**src/rtl/core/matrix_keypad_scanner_unit_defines.svh**
```systemverilog
// assertion macros shared by the keypad scanner rtl
// both expect clk and rst in scope
`ifndef MATRIX_KEYPAD_SCANNER_UNIT_DEFINES_SVH
`define MATRIX_KEYPAD_SCANNER_UNIT_DEFINES_SVH

// same-cycle implication
`define MKS_ASSERT_NOW(lbl, ante, cons, msg) \
  lbl: assert property (@(posedge clk) disable iff (rst) (ante) |-> (cons)) \
    else $error(msg);

// next-cycle implication
`define MKS_ASSERT_NEXT(lbl, ante, cons, msg) \
  lbl: assert property (@(posedge clk) disable iff (rst) (ante) |=> (cons)) \
    else $error(msg);

`endif

```
**src/rtl/core/mks_pkg.sv**
```systemverilog
`timescale 1ns / 1ps
package mks_pkg;

  localparam int TABLE_DIM   = 4;
  localparam int CFG_INDEX_W = 3;
  localparam int CFG_DATA_W  = 16;

  typedef enum logic [CFG_INDEX_W-1:0] {
    REG_DEBOUNCE_MS      = 3'd0,
    REG_COLUMN_PIN_ZERO  = 3'd1,
    REG_COLUMN_PIN_ONE   = 3'd2,
    REG_COLUMN_PIN_TWO   = 3'd3,
    REG_COLUMN_PIN_THREE = 3'd4
  } cfg_reg_t;

  localparam logic [15:0] DEBOUNCE_MS_RESET = 16'd200;
  localparam logic [TABLE_DIM-1:0][15:0] COLUMN_PIN_RESET = {16'd8, 16'd4, 16'd2, 16'd1};

  typedef struct packed {
    logic        mode;
    logic [15:0] pin_code;
    logic [31:0] time_ms;
    logic [3:0]  row_sense;
  } in_t;

  typedef struct packed {
    logic       event_taken;
    logic       key_valid;
    logic [7:0] key_code;
    logic       key_pending;
  } out_t;

  typedef struct packed {
    logic [15:0]                 debounce_ms;
    logic [TABLE_DIM-1:0][15:0] column_pin;
  } cfg_t;

  localparam logic MODE_EVENT = 1'b0;
  localparam logic MODE_POLL  = 1'b1;

  function automatic logic [7:0] key_char(input logic [1:0] row, input logic [1:0] col);
    logic [7:0] ch;
    unique case ({row, col})
      4'h0: ch = "1";
      4'h1: ch = "2";
      4'h2: ch = "3";
      4'h3: ch = "A";
      4'h4: ch = "4";
      4'h5: ch = "5";
      4'h6: ch = "6";
      4'h7: ch = "B";
      4'h8: ch = "7";
      4'h9: ch = "8";
      4'ha: ch = "9";
      4'hb: ch = "C";
      4'hc: ch = "*";
      4'hd: ch = "0";
      4'he: ch = "#";
      4'hf: ch = "D";
    endcase
    return ch;
  endfunction

endpackage

```
**src/rtl/core/matrix_keypad_scanner_unit.sv**
```systemverilog
`timescale 1ns / 1ps
// Keypad qualifier for a 4x4 matrix: column events are debounced against the last
// accepted event time and latch a column, polls turn the latched column and the
// first low row into an ASCII key code. One transaction is accepted every cycle
// while out_ready does not stall the output; each result passes through the input
// register and then the result register, and the scan state is updated as an item
// moves from the input register to the result register, so back-to-back items see
// the effect of the one before. Configuration writes take effect on the next cycle
// and should be made only while no transaction is in flight.
`include "matrix_keypad_scanner_unit_defines.svh"
module matrix_keypad_scanner_unit
  import mks_pkg::*;
#(
  parameter int ROW_COUNT    = 4,
  parameter int COLUMN_COUNT = 4
) (
  input  logic                   clk,
  input  logic                   rst,
  input  logic                   in_valid,
  output logic                   in_ready,
  input  in_t                    in_data,
  output logic                   out_valid,
  input  logic                   out_ready,
  output out_t                   out_data,
  input  logic                   cfg_write,
  input  logic [CFG_INDEX_W-1:0] cfg_index,
  input  logic [CFG_DATA_W-1:0]  cfg_data
);

  cfg_t cfg;
  in_t  s1_item;
  logic s1_valid;
  logic s1_fire;
  out_t result;

  mks_cfg_regs u_cfg (
    .clk       (clk),
    .rst       (rst),
    .cfg_write (cfg_write),
    .cfg_index (cfg_index),
    .cfg_data  (cfg_data),
    .cfg       (cfg)
  );

  mks_qualify #(
    .ROW_COUNT    (ROW_COUNT),
    .COLUMN_COUNT (COLUMN_COUNT)
  ) u_qualify (
    .clk    (clk),
    .rst    (rst),
    .fire   (s1_fire),
    .item   (s1_item),
    .cfg    (cfg),
    .result (result)
  );

  assign s1_fire  = s1_valid && (!out_valid || out_ready);
  assign in_ready = !s1_valid || s1_fire;

  always_ff @(posedge clk) begin
    if (rst) begin
      s1_valid <= 1'b0;
    end else if (in_ready) begin
      s1_valid <= in_valid;
    end
  end

  always_ff @(posedge clk) begin
    if (in_valid && in_ready) begin
      s1_item <= in_data;
    end
  end

  always_ff @(posedge clk) begin
    if (rst) begin
      out_valid <= 1'b0;
    end else if (s1_fire) begin
      out_valid <= 1'b1;
    end else if (out_ready) begin
      out_valid <= 1'b0;
    end
  end

  always_ff @(posedge clk) begin
    if (s1_fire) begin
      out_data <= result;
    end
  end

  `MKS_ASSERT_NEXT(a_s1_hold, s1_valid && !s1_fire, s1_valid && $stable(s1_item), "stalled item lost")
  `MKS_ASSERT_NOW(a_kind_excl, out_valid, !(out_data.event_taken && out_data.key_valid), "event and key in one result")
  `MKS_ASSERT_NOW(a_taken_pend, out_valid && out_data.event_taken, out_data.key_pending, "taken event not pending")
  `MKS_ASSERT_NOW(a_key_clears, out_valid && out_data.key_valid, !out_data.key_pending, "key left pending")
  `MKS_ASSERT_NOW(a_code_valid, out_valid, (out_data.key_code != 8'd0) == out_data.key_valid, "key code mismatch")

endmodule

```
**src/rtl/core/mks_cfg_regs.sv**
```systemverilog
`timescale 1ns / 1ps
module mks_cfg_regs
  import mks_pkg::*;
(
  input  logic                   clk,
  input  logic                   rst,
  input  logic                   cfg_write,
  input  logic [CFG_INDEX_W-1:0] cfg_index,
  input  logic [CFG_DATA_W-1:0]  cfg_data,
  output cfg_t                   cfg
);

  always_ff @(posedge clk) begin
    if (rst) begin
      cfg.debounce_ms <= DEBOUNCE_MS_RESET;
      cfg.column_pin  <= COLUMN_PIN_RESET;
    end else if (cfg_write) begin
      unique case (cfg_index)
        REG_DEBOUNCE_MS:      cfg.debounce_ms   <= cfg_data;
        REG_COLUMN_PIN_ZERO:  cfg.column_pin[0] <= cfg_data;
        REG_COLUMN_PIN_ONE:   cfg.column_pin[1] <= cfg_data;
        REG_COLUMN_PIN_TWO:   cfg.column_pin[2] <= cfg_data;
        REG_COLUMN_PIN_THREE: cfg.column_pin[3] <= cfg_data;
        default: ;
      endcase
    end
  end

endmodule

```
**src/rtl/core/mks_qualify.sv**
```systemverilog
`timescale 1ns / 1ps
module mks_qualify
  import mks_pkg::*;
#(
  parameter int ROW_COUNT    = 4,
  parameter int COLUMN_COUNT = 4
) (
  input  logic clk,
  input  logic rst,
  input  logic fire,
  input  in_t  item,
  input  cfg_t cfg,
  output out_t result
);

  localparam int ROWS_USED = (ROW_COUNT < TABLE_DIM) ? ROW_COUNT : TABLE_DIM;
  localparam int COLS_USED = (COLUMN_COUNT < TABLE_DIM) ? COLUMN_COUNT : TABLE_DIM;

  logic [31:0] last_event_time, last_event_time_next;
  logic        pending_mark, pending_mark_next;
  logic [1:0]  latched_column, latched_column_next;

  logic [31:0] elapsed;
  logic        debounce_ok;
  logic        col_found;
  logic [1:0]  col_hit;
  logic        row_found;
  logic [1:0]  row_hit;

  assign elapsed     = item.time_ms - last_event_time;
  assign debounce_ok = elapsed >= {16'd0, cfg.debounce_ms};

  // lowest matching column
  always_comb begin
    col_found = 1'b0;
    col_hit   = '0;
    for (int c = 0; c < COLS_USED; c++) begin
      if (!col_found && item.pin_code == cfg.column_pin[c]) begin
        col_found = 1'b1;
        col_hit   = 2'(c);
      end
    end
  end

  // lowest row reading low
  always_comb begin
    row_found = 1'b0;
    row_hit   = '0;
    for (int r = 0; r < ROWS_USED; r++) begin
      if (!row_found && !item.row_sense[r]) begin
        row_found = 1'b1;
        row_hit   = 2'(r);
      end
    end
  end

  always_comb begin
    last_event_time_next = last_event_time;
    pending_mark_next    = pending_mark;
    latched_column_next  = latched_column;
    result               = '0;
    if (item.mode == MODE_EVENT) begin
      if (debounce_ok) begin
        last_event_time_next = item.time_ms;
        if (!pending_mark && col_found) begin
          latched_column_next = col_hit;
          pending_mark_next   = 1'b1;
          result.event_taken  = 1'b1;
        end
      end
    end else if (pending_mark) begin
      if (row_found) begin
        result.key_valid = 1'b1;
        result.key_code  = key_char(row_hit, latched_column);
      end
      pending_mark_next = 1'b0;
    end
    result.key_pending = pending_mark_next;
  end

  always_ff @(posedge clk) begin
    if (rst) begin
      last_event_time <= '0;
      pending_mark    <= 1'b0;
      latched_column  <= '0;
    end else if (fire) begin
      last_event_time <= last_event_time_next;
      pending_mark    <= pending_mark_next;
      latched_column  <= latched_column_next;
    end
  end

endmodule
```
**config.mk**
```make
export PLATFORM = sky130hd
export DESIGN_NAME = matrix_keypad_scanner_unit
export DESIGN_NICKNAME = d
export VERILOG_FILES = /design/src/rtl/core/mks_pkg.sv /design/src/rtl/core/matrix_keypad_scanner_unit.sv /design/src/rtl/core/mks_cfg_regs.sv /design/src/rtl/core/mks_qualify.sv
export VERILOG_INCLUDE_DIRS = /design/src /design/src/rtl/core
export SDC_FILE = /design/constraint.sdc
export NUM_CORES = 1
export LEC_CHECK = 0
export BUFFER_PORTS_ARGS = -buffer_cell sky130_fd_sc_hd__buf_2
export CAP_MARGIN = 20
export CORE_UTILIZATION = 47
export CTS_CLUSTER_DIAMETER = 200
export DETAILED_ROUTE_END_ITERATION = 8
export PLACE_DENSITY_LB_ADDON = 0.3
export SLEW_MARGIN = 20
export SYNTH_ARGS = -nofsm -noshare
export SYNTH_HDL_FRONTEND = slang
export SYNTH_SLANG_ARGS = --single-unit
```
**constraint.sdc**
```tcl
create_clock -name clk -period 5.1 [get_ports clk]
set_input_delay 0.255 -clock clk [delete_from_list [all_inputs] [get_ports clk]]
set_output_delay 0.255 -clock clk [all_outputs]
set_load 0.01 [all_outputs]
```
==> impl_metrics.ini, run 1 <==
[outcome]
outcome = completed

[synth]
syn_inst = 1136
synth_area_leader_cell = dfxtp_1
yosys_warnings = 0
yosys.area_share.simple_pct = 19.7
yosys.area_share.adder_pct = 6.77
synthArstFlopShare_pct = 0
synthesis.nets = 1267
netlist_top_cells_count = 199 x nand2_1, 121 x a21oi_1, 117 x dfxtp_1, 71 x nand2b_1, 63 x edfxtp_1
synthMostInstantiatedCell = nand2_1
synth_cell_types = 71
seq_area_frac_synth_pct = 42.0
synth_mux_area_share_pct = 4.08
ys.flop_type = dfxtp_1
synth-compound-area-share_pct = 15.0
synth_xor_area_share_pct = 7.47
synth_edf_count = 63
syn-mean-instance-area_um2 = 8.88
synthTopCellsByArea = dfxtp_1 23%, edfxtp_1 19%, nand2_1 7.4%
synth_top_family_by_area = simple AND/OR/NAND/NOR gates
ys_ff_latch = 180
synth.cell_area_um2 = 10100
synth_largest_type_area_fraction_pct = 23.2

[grt]
total_global_routing_overflow = 0
grt_antenna_before_repair = 0
global_route_usage_sum_pct = 23.7
grt_start_max_net_pins = 102
first_global_vias = 7948
grt_first_pass_wirelength_um = 40700

[clock_tree]
clock_tree_from_tritoncts = done
clock-sinks = 180
buffer_type_at_the_clock_tree_root = clkbuf_16
number_of_buffers_on_the_longest_clock_path = 2
cts_buffer_count = 17
clk_transition_reported_paths_ns = 0.08
clk-insertion-delay-late_ns = 0.46
ctsHtreeMaxLevel = 4

[worst_setup_path]
critical_path.max_fanout = 32
worst_path_largest_cell_delay_ns = 0.54
worst_reg_to_reg_setup_slack_ns = 0.22
critical_path.cell_chain = inv_1 > ha_1 > fa_1 > nor2b_1 > o211ai_1 > a311oi_2 > nor2_1 > xnor2_1 > ha_1 > a21o_1 > a21o_1 > a211oi_1 > nand4_1 > nor4_1 > o211ai_1 > or4_1 > o31a_2 > buf_12 > mux2i_1
worstSetupEndpointType = flop
timing.rr.end = u_qualify.last_event_time[16]$_SDFFE_PP0P_
cp_data_arrival_time_ns = 5.20
reg2regPathDepth = 19
cp.required_ns = 5.43
crit_path_top_delay_cell = or4_1
worst_reg2reg_path_startpoint = s1_item[4]$_DFFE_PP_
start_kind = flop
crit_type = reg -> reg

[finish]
antenna-diode-count = 0
area_overhead_vs_synth_pct = 17.5
design.final.nets = 1374
filler_cell_count = 1938
register_area_um2 = 4230
layout-drive-gt1-share_pct = 11.2
multiInputGateArea_um2 = 5380

[timing]
timing.max_slew.rel_slack_pct = 32.9
max_clock_freq_ghz = 0.205
final-setup-viol-count = 0
timing.clock.skew_ns = 0.0130
hold_viol_final = 0
finalMaxSlewViolations = 0
worst_case_hold_slack_ns = 0.0355
setup-tns-final_ns = 0
final_min_period_over_clock_period_pct = 95.6
slew_worst_pin_ns = 1.01
rsz0062_at_grt = false
fin_crit_ns = 4.88

[floorplanning]
die_width_um = 149
design.portCount = 90
die_h_um = 149
floorplan.die_area_um2 = 22100
core_um2 = 21000
placementRows = 53
initial_core_util_pct = 48.0

[power]
report.power.total_uw = 3600
power-per-cell-area_nw_per_um2 = 304
total_leakage_power_uw = 0.00438
vdd_drop_max_mv = 0.200

[route]
viasPerCell = 5.44
drt_iter0_drc = 603
drt_first_pass_iters = 5
drcViolationCount = 0
wire_per_inst_um = 16.4
detailroute.via_count = 8336
drt.antenna.violating_nets = 0
wirelength_um = 25100

[place]
dp_hpwl_um = 17500
gpl.final_weighted_congestion = 0.924
io_buffers = 88

[run]
drv_cap = 0

[worst_hold_path]
hold_class = in -> reg
min_to = s1_valid$_SDFFE_PP0N_
hp-start = in_valid
hold-path-cell-count = 3
[logic make-up after synthesis]
kind of cell,Yosys count
buffers and inverters,117
multiplexers,41
AO/OA/AOI/OAI,241
other,1
flip-flops,180
adder cells (fa/ha/maj),54
XOR/XNOR,86
AND/OR/NAND/NOR,416
[layout by cell type, fill, tap and decap left out, types with 48 or more instances in the layout]
| cell type | synthesis | final |
|---|---|---|
| ha_1 | 53 | 53 |
| nand2b_1 | 71 | 71 |
| buf_2 | 11 | 87 |
| dlygate4sd3_1 | 0 | 52 |
| xnor2_1 | 48 | 48 |
| nand2_1 | 199 | 199 |
| inv_1 | 61 | 61 |
| a21oi_1 | 121 | 121 |
| edfxtp_1 | 63 | 63 |
| dfxtp_1 | 117 | 117 |
[stage by stage]
stage | util [%] | worst slack (ns) | instances | cell area, µm²
floorplan | - | 0.750 | 1136 | 10100
global placement | 50.7 | 0.450 | 1447 | 10600
detailed placement | 50.7 | 0.235 | 1447 | 10700
CTS | 56.3 | 0.140 | 1531 | 11800
global route | 56.4 | 0.00208 | 1531 | 11900
finish | 56.4 | 0.225 | 1531 | 11900
[what timing repair did]
action / 4_1_cts / 5_1_grt
setup endpoints to repair: 0 / 34
hold endpoints to repair: 52 / 0
gates resized for setup: 0 / 3
hold buffers: 52 / 0
buffers inserted: 0 / 0
[critical path, delay by kind of cell (launching register included)]
family                   cells  cell delay (ns)
XOR/XNOR                     1             0.14
multiplexers                 1             0.15
adder cells (fa/ha/maj)      3             0.94
AO/OA/AOI/OAI                7             1.58
buffers and inverters        2             0.23
flip-flops                   1             0.36
AND/OR/NAND/NOR              5             1.30
[metal layers]
metal  vias up  track usage [%]  routed length (µm)
met5         -                0                   0
met4         0             7.68                 351
met3        24             3.47                1260
met2       225             38.7               11800
met1      3919             32.1               11700
li1       4168                -                   -
[report_power, final]
part | switching [µW] | internal (µW)
Combinational | 335 | 243
Sequential | 42.3 | 1540
Clock | 702 | 736
Total | 1080 | 2520
[registers in the layout (all words and copies together), names as in the netlist]
register	cells
out_data	10
out_valid	1
s1_item	53
s1_valid	1
u_cfg.cfg	80
u_qualify.last_event_time	32
u_qualify.latched_column	2
u_qualify.pending_mark	1
[worst max-delay path by stage]
| stage | from | to | slack, ns |
|---|---|---|---|
| 2_1_floorplan | s1_item[8]$_DFFE_PP_ | u_qualify.last_event_time[10]$_SDFFE_PP0P_ | 0.75 |
| 3_3_place_gp | s1_item[4]$_DFFE_PP_ | u_qualify.last_event_time[0]$_SDFFE_PP0P_ | 0.45 |
| 3_5_place_dp | s1_item[4]$_DFFE_PP_ | u_qualify.last_event_time[16]$_SDFFE_PP0P_ | 0.24 |
| 4_1_cts | s1_item[4]$_DFFE_PP_ | u_qualify.last_event_time[16]$_SDFFE_PP0P_ | 0.14 |
| 5_1_grt | s1_item[4]$_DFFE_PP_ | u_qualify.last_event_time[16]$_SDFFE_PP0P_ | 0.002 |
| 6_report | s1_item[4]$_DFFE_PP_ | u_qualify.last_event_time[16]$_SDFFE_PP0P_ | 0.22 |
[area by class of cell]
cell class | instances | share of cell area, %
clock inverters | 15 | 2.01
well taps | 275 | 2.90
inverters | 61 | 1.93
clock buffers | 17 | 3.59
repair buffers | 144 | 8.49
flip-flops and latches | 180 | 35.7
multi-input cells | 839 | 45.4
(Power assumes the default switching activity.)
==> inputs of run 2 (changes only) <==
- SYNTH_HIERARCHICAL: not set -> 1
==> impl_metrics.ini, run 2 <==
[outcome]
outcome = completed

[power]
internal_power_uw = 2460
power.clock.fraction_pct = 38.9
total_leakage_power_uw = 0.00466
comb_power_share_pct = 14.6
switching_power_uw = 951
switching_share_pct = 27.8
p_seq_share_pct = 46.5
power-per-cell-area_nw_per_um2 = 290
report.power.total_uw = 3410
vdd_drop_max_mv = 0.203

[finish]
finish.cell_count_without_fillers = 1417
antenna-diode-count = 0
filler_cell_count = 1925
mostFrequentLayoutCell = dfxtp_1
design.final.nets = 1260
final_util_pct = 56.1
largest_register_ff_count = 80
registers.top_by_ff_count = u_cfg/cfg
biggestRegsByFlops = u_cfg/cfg (80), s1_item (53), u_qualify/last_event_time (32)
mostFrequentLayoutCells = 117 x dfxtp_1, 92 x nand2b_1, 88 x buf_2, 82 x mux2i_1, 80 x a21oi_1
layout-drive-gt1-share_pct = 16.3
area_overhead_vs_synth_pct = 17.1

[floorplanning]
placementRows = 53
design.portCount = 90
die_width_um = 148
die_h_um = 148
floorplan.die_area_um2 = 22000
initial_core_util_pct = 47.9
core_um2 = 21000

[place]
gpl.final_weighted_congestion = 0.912
dp_worst_setup_slack_ns = 0.465
place_inst = 1334
io_buffers = 89
dp_hpwl_um = 15800

[clock_tree]
ctsHtreeMaxLevel = 4
clock_tree_from_tritoncts = done
number_of_buffers_on_the_longest_clock_path = 2
clk_transition_reported_paths_ns = 0.07
buffer_type_at_the_clock_tree_root = clkbuf_16
clock-sinks = 181
cts_setup_buffers = 0
post_cts_resized = 0
cts_buffer_count = 17
clk-insertion-delay-late_ns = 0.44

[worst_setup_path]
cp_data_arrival_time_ns = 4.93
start_kind = flop
cp.buffers_inverters = 1
crit_type = reg -> reg
critical_path.max_fanout = 37
crit_path_top_delay_cell = a2111oi_0
critical_path.cell_chain = ha_1 > a21o_1 > a31o_1 > nor2_1 > o21ai_0 > a21o_1 > a21oi_1 > xnor2_1 > ha_1 > and4_1 > a2111oi_0 > o22a_1 > o2111a_1 > nand4_1 > nor4_4 > buf_4 > or2_2 > a21oi_1
cp.required_ns = 5.29
worst_path_largest_cell_delay_ns = 0.52
worstSetupEndpointType = flop
cp_num_cells = 18
reg2regPathDepth = 18
path_delay_family = compound AO/OA/AOI/OAI gates

[timing]
setup-tns-final_ns = 0
hold_viol_final = 0
timing.clock.skew_ns = 0.0115
rsz0062_at_grt = false
timing.max_slew.rel_slack_pct = 32.1
final_min_period_over_clock_period_pct = 93.0
fin_ws_ns = 0.357
fin_crit_ns = 4.74
max_clock_freq_ghz = 0.211
final-setup-viol-count = 0
slew_worst_pin_ns = 1.02
finalMaxSlewViolations = 0

[route]
detailroute.via_count = 7540
drcViolationCount = 0
viasPerCell = 5.32
drt_first_pass_iters = 5
wire_per_inst_um = 15.8
wirelength_um = 22400
drt_iter0_drc = 417
drt.antenna.violating_nets = 0

[synth]
netlist_top_cells_count = 117 x dfxtp_1, 93 x nand2b_1, 82 x mux2i_1, 80 x a21oi_1, 64 x edfxtp_1
ys_ff_latch = 181
syn_inst = 1009
syn-mean-instance-area_um2 = 9.95
synth_largest_type_area_fraction_pct = 23.3
synth_edf_count = 64
synthesis.nets = 1140
synthTopCellsByArea = dfxtp_1 23%, edfxtp_1 19%, mux2i_1 8.2%
synthMostInstantiatedCell = dfxtp_1
synth_area_leader_cell = dfxtp_1
synth.cell_area_um2 = 10000
seq_area_frac_synth_pct = 42.5
ys.flop_type = dfxtp_1
synthArstFlopShare_pct = 0
yosys_warnings = 6
synth_cell_types = 85

[grt]
grt_antenna_before_repair = 0
global_route_usage_sum_pct = 21.1
total_global_routing_overflow = 0
first_global_vias = 7231
grt_start_max_net_pins = 69
grt_first_pass_wirelength_um = 36300

[run]
drv_cap = 0

[worst_hold_path]
hold-path-cell-count = 1
hold_class = in -> reg
[run 2: worst paths after layout]
| check | from | end | slack, ns |
|---|---|---|---|
| hold / removal | in_data[4] | s1_item[4]$_DFFE_PP_ | 0.03 |
| hold reg to reg | u_qualify/last_event_time[17]$_SDFFE_PP0P_ | u_qualify/last_event_time[17]$_SDFFE_PP0P_ | 0.47 |
| setup reg to reg | s1_item[8]$_DFFE_PP_ | out_data[0]$_DFFE_PP_ | 0.36 |
| setup / recovery | s1_item[8]$_DFFE_PP_ | out_data[0]$_DFFE_PP_ | 0.36 |
[run 2: stage by stage]
step / area (µm²) / hold slack, ns
after floorplan: 10000 / 0.317
after detailed placement: 10600 / 0.433
after global routing: 11800 / 0.0103
after CTS: 11800 / 0.0161
final: 11800 / 0.0302
after global placement: 10600 / 0.431
[run 2: cell families (layout without fill, tap and decap cells)]
family	after synthesis	after routing	synth area share, %
and+or+nand+nor	292	292	17.7
AOI/OAI and AO/OA	203	203	12.2
DFF	181	181	42.5
buffers and inverters	109	242	4.95
xor gates and xnor gates	85	85	7.41
muxes	84	84	8.40
adders and majority gates	54	54	6.80
other	1	1	0.0373
[run 2: area by class of cell]
cell class                 count  area, µm²  share of cell area, %
clock inverter                14        158                   1.34
multi-input combinational    719       5290                   45.0
timing repair buffer         148       1020                   8.66
clock buffer                  18        450                   3.83
tap                          275        344                   2.93
inverter                      62        233                   1.98
sequential                   181       4260                   36.3
[run 2: worst register-to-register path: stages, from the launching register on]
cell       delay, ns
edfxtp_1        0.40
ha_1            0.38
a21o_1          0.20
a31o_1          0.23
nor2_1          0.18
o21ai_0         0.16
a21o_1          0.21
a21oi_1         0.17
xnor2_1         0.14
ha_1            0.26
and4_1          0.22
a2111oi_0       0.52
o22a_1          0.20
o2111a_1        0.17
nand4_1         0.16
nor4_4          0.27
buf_4           0.34
or2_2           0.21
a21oi_1         0.07
[run 2: power groups by stage]
| stage | Sequential, µW | Clock, µW | Combinational, µW |
|---|---|---|---|
| floorplan | 1610 | 0 | 341 |
| global placement | 1620 | 0 | 460 |
| detailed placement | 1620 | 0 | 463 |
| CTS | 1590 | 1360 | 498 |
| global route | 1590 | 1420 | 553 |
| finish | 1590 | 1330 | 498 |
[run 2: what timing repair did]
action / in CTS / in global routing
endpoints found under the setup margin: 0 / 0
hold buffers: 51 / 0
hold endpoints to repair: 51 / 0
[run 2: routing by layer]
layer	GRT usage [%]	up-vias	part of all wire, %
met5	0	-	0
met4	6.29	0	1.1
met3	4.20	22	4.3
met2	35.0	157	47
met1	27.7	3557	47
li1	-	3804	-
==> inputs of run 3 (changes only) <==
- REMOVE_ABC_BUFFERS: not set -> 1
==> impl_metrics.ini, run 3 (synthesis results as in run 2) <==
[finish]
filler_cell_count = 1884
mostFrequentLayoutCells = 117 x dfxtp_1, 92 x nand2b_1, 88 x buf_2, 82 x mux2i_1, 80 x a21oi_1
biggestRegsByFlops = u_cfg/cfg (80), s1_item (53), u_qualify/last_event_time (32)
register_area_um2 = 4260
area_overhead_vs_synth_pct = 17.0
antenna-diode-count = 0
mostFrequentLayoutCell = dfxtp_1
largest_register_ff_count = 80
design.final.nets = 1259
registers.top_by_ff_count = u_cfg/cfg
layout-drive-gt1-share_pct = 16.0
multiInputGateArea_um2 = 5300
finish.instance_area_um2 = 11700

[power]
power-per-cell-area_nw_per_um2 = 289
switching_power_uw = 954
vdd_drop_max_mv = 0.157
p_seq_share_pct = 46.8
total_leakage_power_uw = 0.00464
power.clock.fraction_pct = 38.5
comb_power_share_pct = 14.7
internal_power_uw = 2440
switching_share_pct = 28.1

[grt]
total_global_routing_overflow = 0
global_route_usage_sum_pct = 21.0
first_global_vias = 7252
grt_first_pass_wirelength_um = 36600
grt_start_max_net_pins = 81
grt_antenna_before_repair = 0

[route]
drt_iter0_drc = 439
viasPerCell = 5.32
drcViolationCount = 0
detailroute.via_count = 7536
drt.antenna.violating_nets = 0
drt_first_pass_iters = 7
wirelength_um = 22400
wire_per_inst_um = 15.8

[floorplanning]
die_h_um = 148
floorplan.die_area_um2 = 22000
design.portCount = 90
placementRows = 53
core_um2 = 21000
die_width_um = 148
initial_core_util_pct = 47.9

[worst_setup_path]
cp.required_ns = 5.44
cp_data_arrival_time_ns = 5.04
crit_type = reg -> reg
start_kind = flop
worst_path_largest_cell_delay_ns = 0.61
critical_path.max_fanout = 29
worstSetupEndpointType = flop
crit_path_top_delay_cell = or4_2
path_delay_family = simple AND/OR/NAND/NOR gates
cp.buffers_inverters = 1
critical_path.cell_chain = ha_1 > nand4_1 > o22ai_1 > nor2_1 > a211oi_1 > nor2_1 > xnor2_1 > ha_1 > o2111ai_1 > nor3_1 > nor4_1 > o2111a_1 > nand4_1 > nor4_4 > buf_4 > or4_2 > a211oi_1

[place]
placed_cell_area_um2 = 10600
gpl.final_weighted_congestion = 0.888
io_buffers = 89
dp_hpwl_um = 15800

[outcome]
outcome = completed

[timing]
setup-tns-final_ns = 0
fin_crit_ns = 4.69
rsz0062_at_grt = false
final-setup-viol-count = 0
timing.clock.skew_ns = 0.0163
max_clock_freq_ghz = 0.213
slew_worst_pin_ns = 1.04
timing.max_slew.rel_slack_pct = 30.8
final_min_period_over_clock_period_pct = 92.1
finalMaxSlewViolations = 0
hold_viol_final = 0

[clock_tree]
clock_tree_from_tritoncts = done
clk_transition_reported_paths_ns = 0.07
cts_setup_buffers = 0
ctsHtreeMaxLevel = 4
clock-sinks = 181
buffer_type_at_the_clock_tree_root = clkbuf_16
number_of_buffers_on_the_longest_clock_path = 2
clk-insertion-delay-late_ns = 0.44
cts_buffer_count = 17

[run]
drv_cap = 0

[worst_hold_path]
hold_class = in -> reg
## run 3: cell types whose count changed in the layout (fill, tap and decap cells not counted), sizes merged
cell    previous run  this run
clkbuf            18        19
buf               97        96
inv               68        67
## run 3: cell type report
cell class              instances  area share (%)
multi-input cells             719            45.1
repair buffers                147            8.61
flip-flops and latches        181            36.3
inverters                      62            1.98
clock inverters                13            1.37
clock buffers                  19            3.69
well taps                     275            2.93
## run 3: path summary, 6_finish.rpt
| path | from | end | slack (ns) | cells past startpoint |
|---|---|---|---|---|
| max | s1_item[14]$_DFFE_PP_ | u_qualify/latched_column[1]$_SDFFE_PP0P_ | 0.41 | 17 |
| min reg2reg | u_qualify/last_event_time[20]$_SDFFE_PP0P_ | u_qualify/last_event_time[20]$_SDFFE_PP0P_ | 0.48 | 2 |
| max reg2reg | s1_item[14]$_DFFE_PP_ | u_qualify/latched_column[1]$_SDFFE_PP0P_ | 0.41 | 17 |
| min | in_data[22] | s1_item[22]$_DFFE_PP_ | 0.01 | 1 |
## run 3: power by group through the flow
stage                     combinational, µW  clock, µW  sequential (µW)
after floorplan                         323          0             1610
after global placement                  461          0             1620
after detailed placement                465          0             1620
after CTS                               498       1330             1590
after global routing                    553       1390             1590
final                                   501       1310             1590
## run 3: timing repair
item,CTS,global route
setup endpoints to repair,0,0
endpoints found under the hold margin,50,1
hold buffers,50,1
resized for setup,0,0
## run 3: per-layer routing
metal  wire length [µm]  up-vias  track usage, %
li1                   -     3806               -
met1              11200     3585            29.1
met2              10400      133            34.3
met3                638       12            3.62
met4                198        0            4.79
met5                  0        -               0
## run 3: worst reg2reg max path, stage by stage (launching register included)
cell       delay, ns
edfxtp_1        0.40
ha_1            0.44
nand4_1         0.20
o22ai_1         0.29
nor2_1          0.08
a211oi_1        0.57
nor2_1          0.12
xnor2_1         0.17
ha_1            0.32
o2111ai_1       0.18
nor3_1          0.30
nor4_1          0.10
o2111a_1        0.15
nand4_1         0.16
nor4_4          0.07
buf_4           0.22
or4_2           0.62
a211oi_1        0.22
## run 3: through the flow
| step | cells | worst slack, ns | util (%) | hold slack (ns) | total power (µW) |
|---|---|---|---|---|---|
| 2_1_floorplan | 962 | 0.132 | - | 0.317 | 1930 |
| 3_3_place_gp | 1333 | 0.682 | 50.7 | 0.431 | 2080 |
| 3_5_place_dp | 1333 | 0.552 | 50.8 | 0.433 | 2090 |
| 4_1_cts | 1415 | 0.508 | 56.0 | 0.000736 | 3420 |
| 5_1_grt | 1416 | 0.0694 | 56.0 | 0.000266 | 3540 |
| 6_report | 1416 | 0.405 | 56.0 | 0.0139 | 3390 |
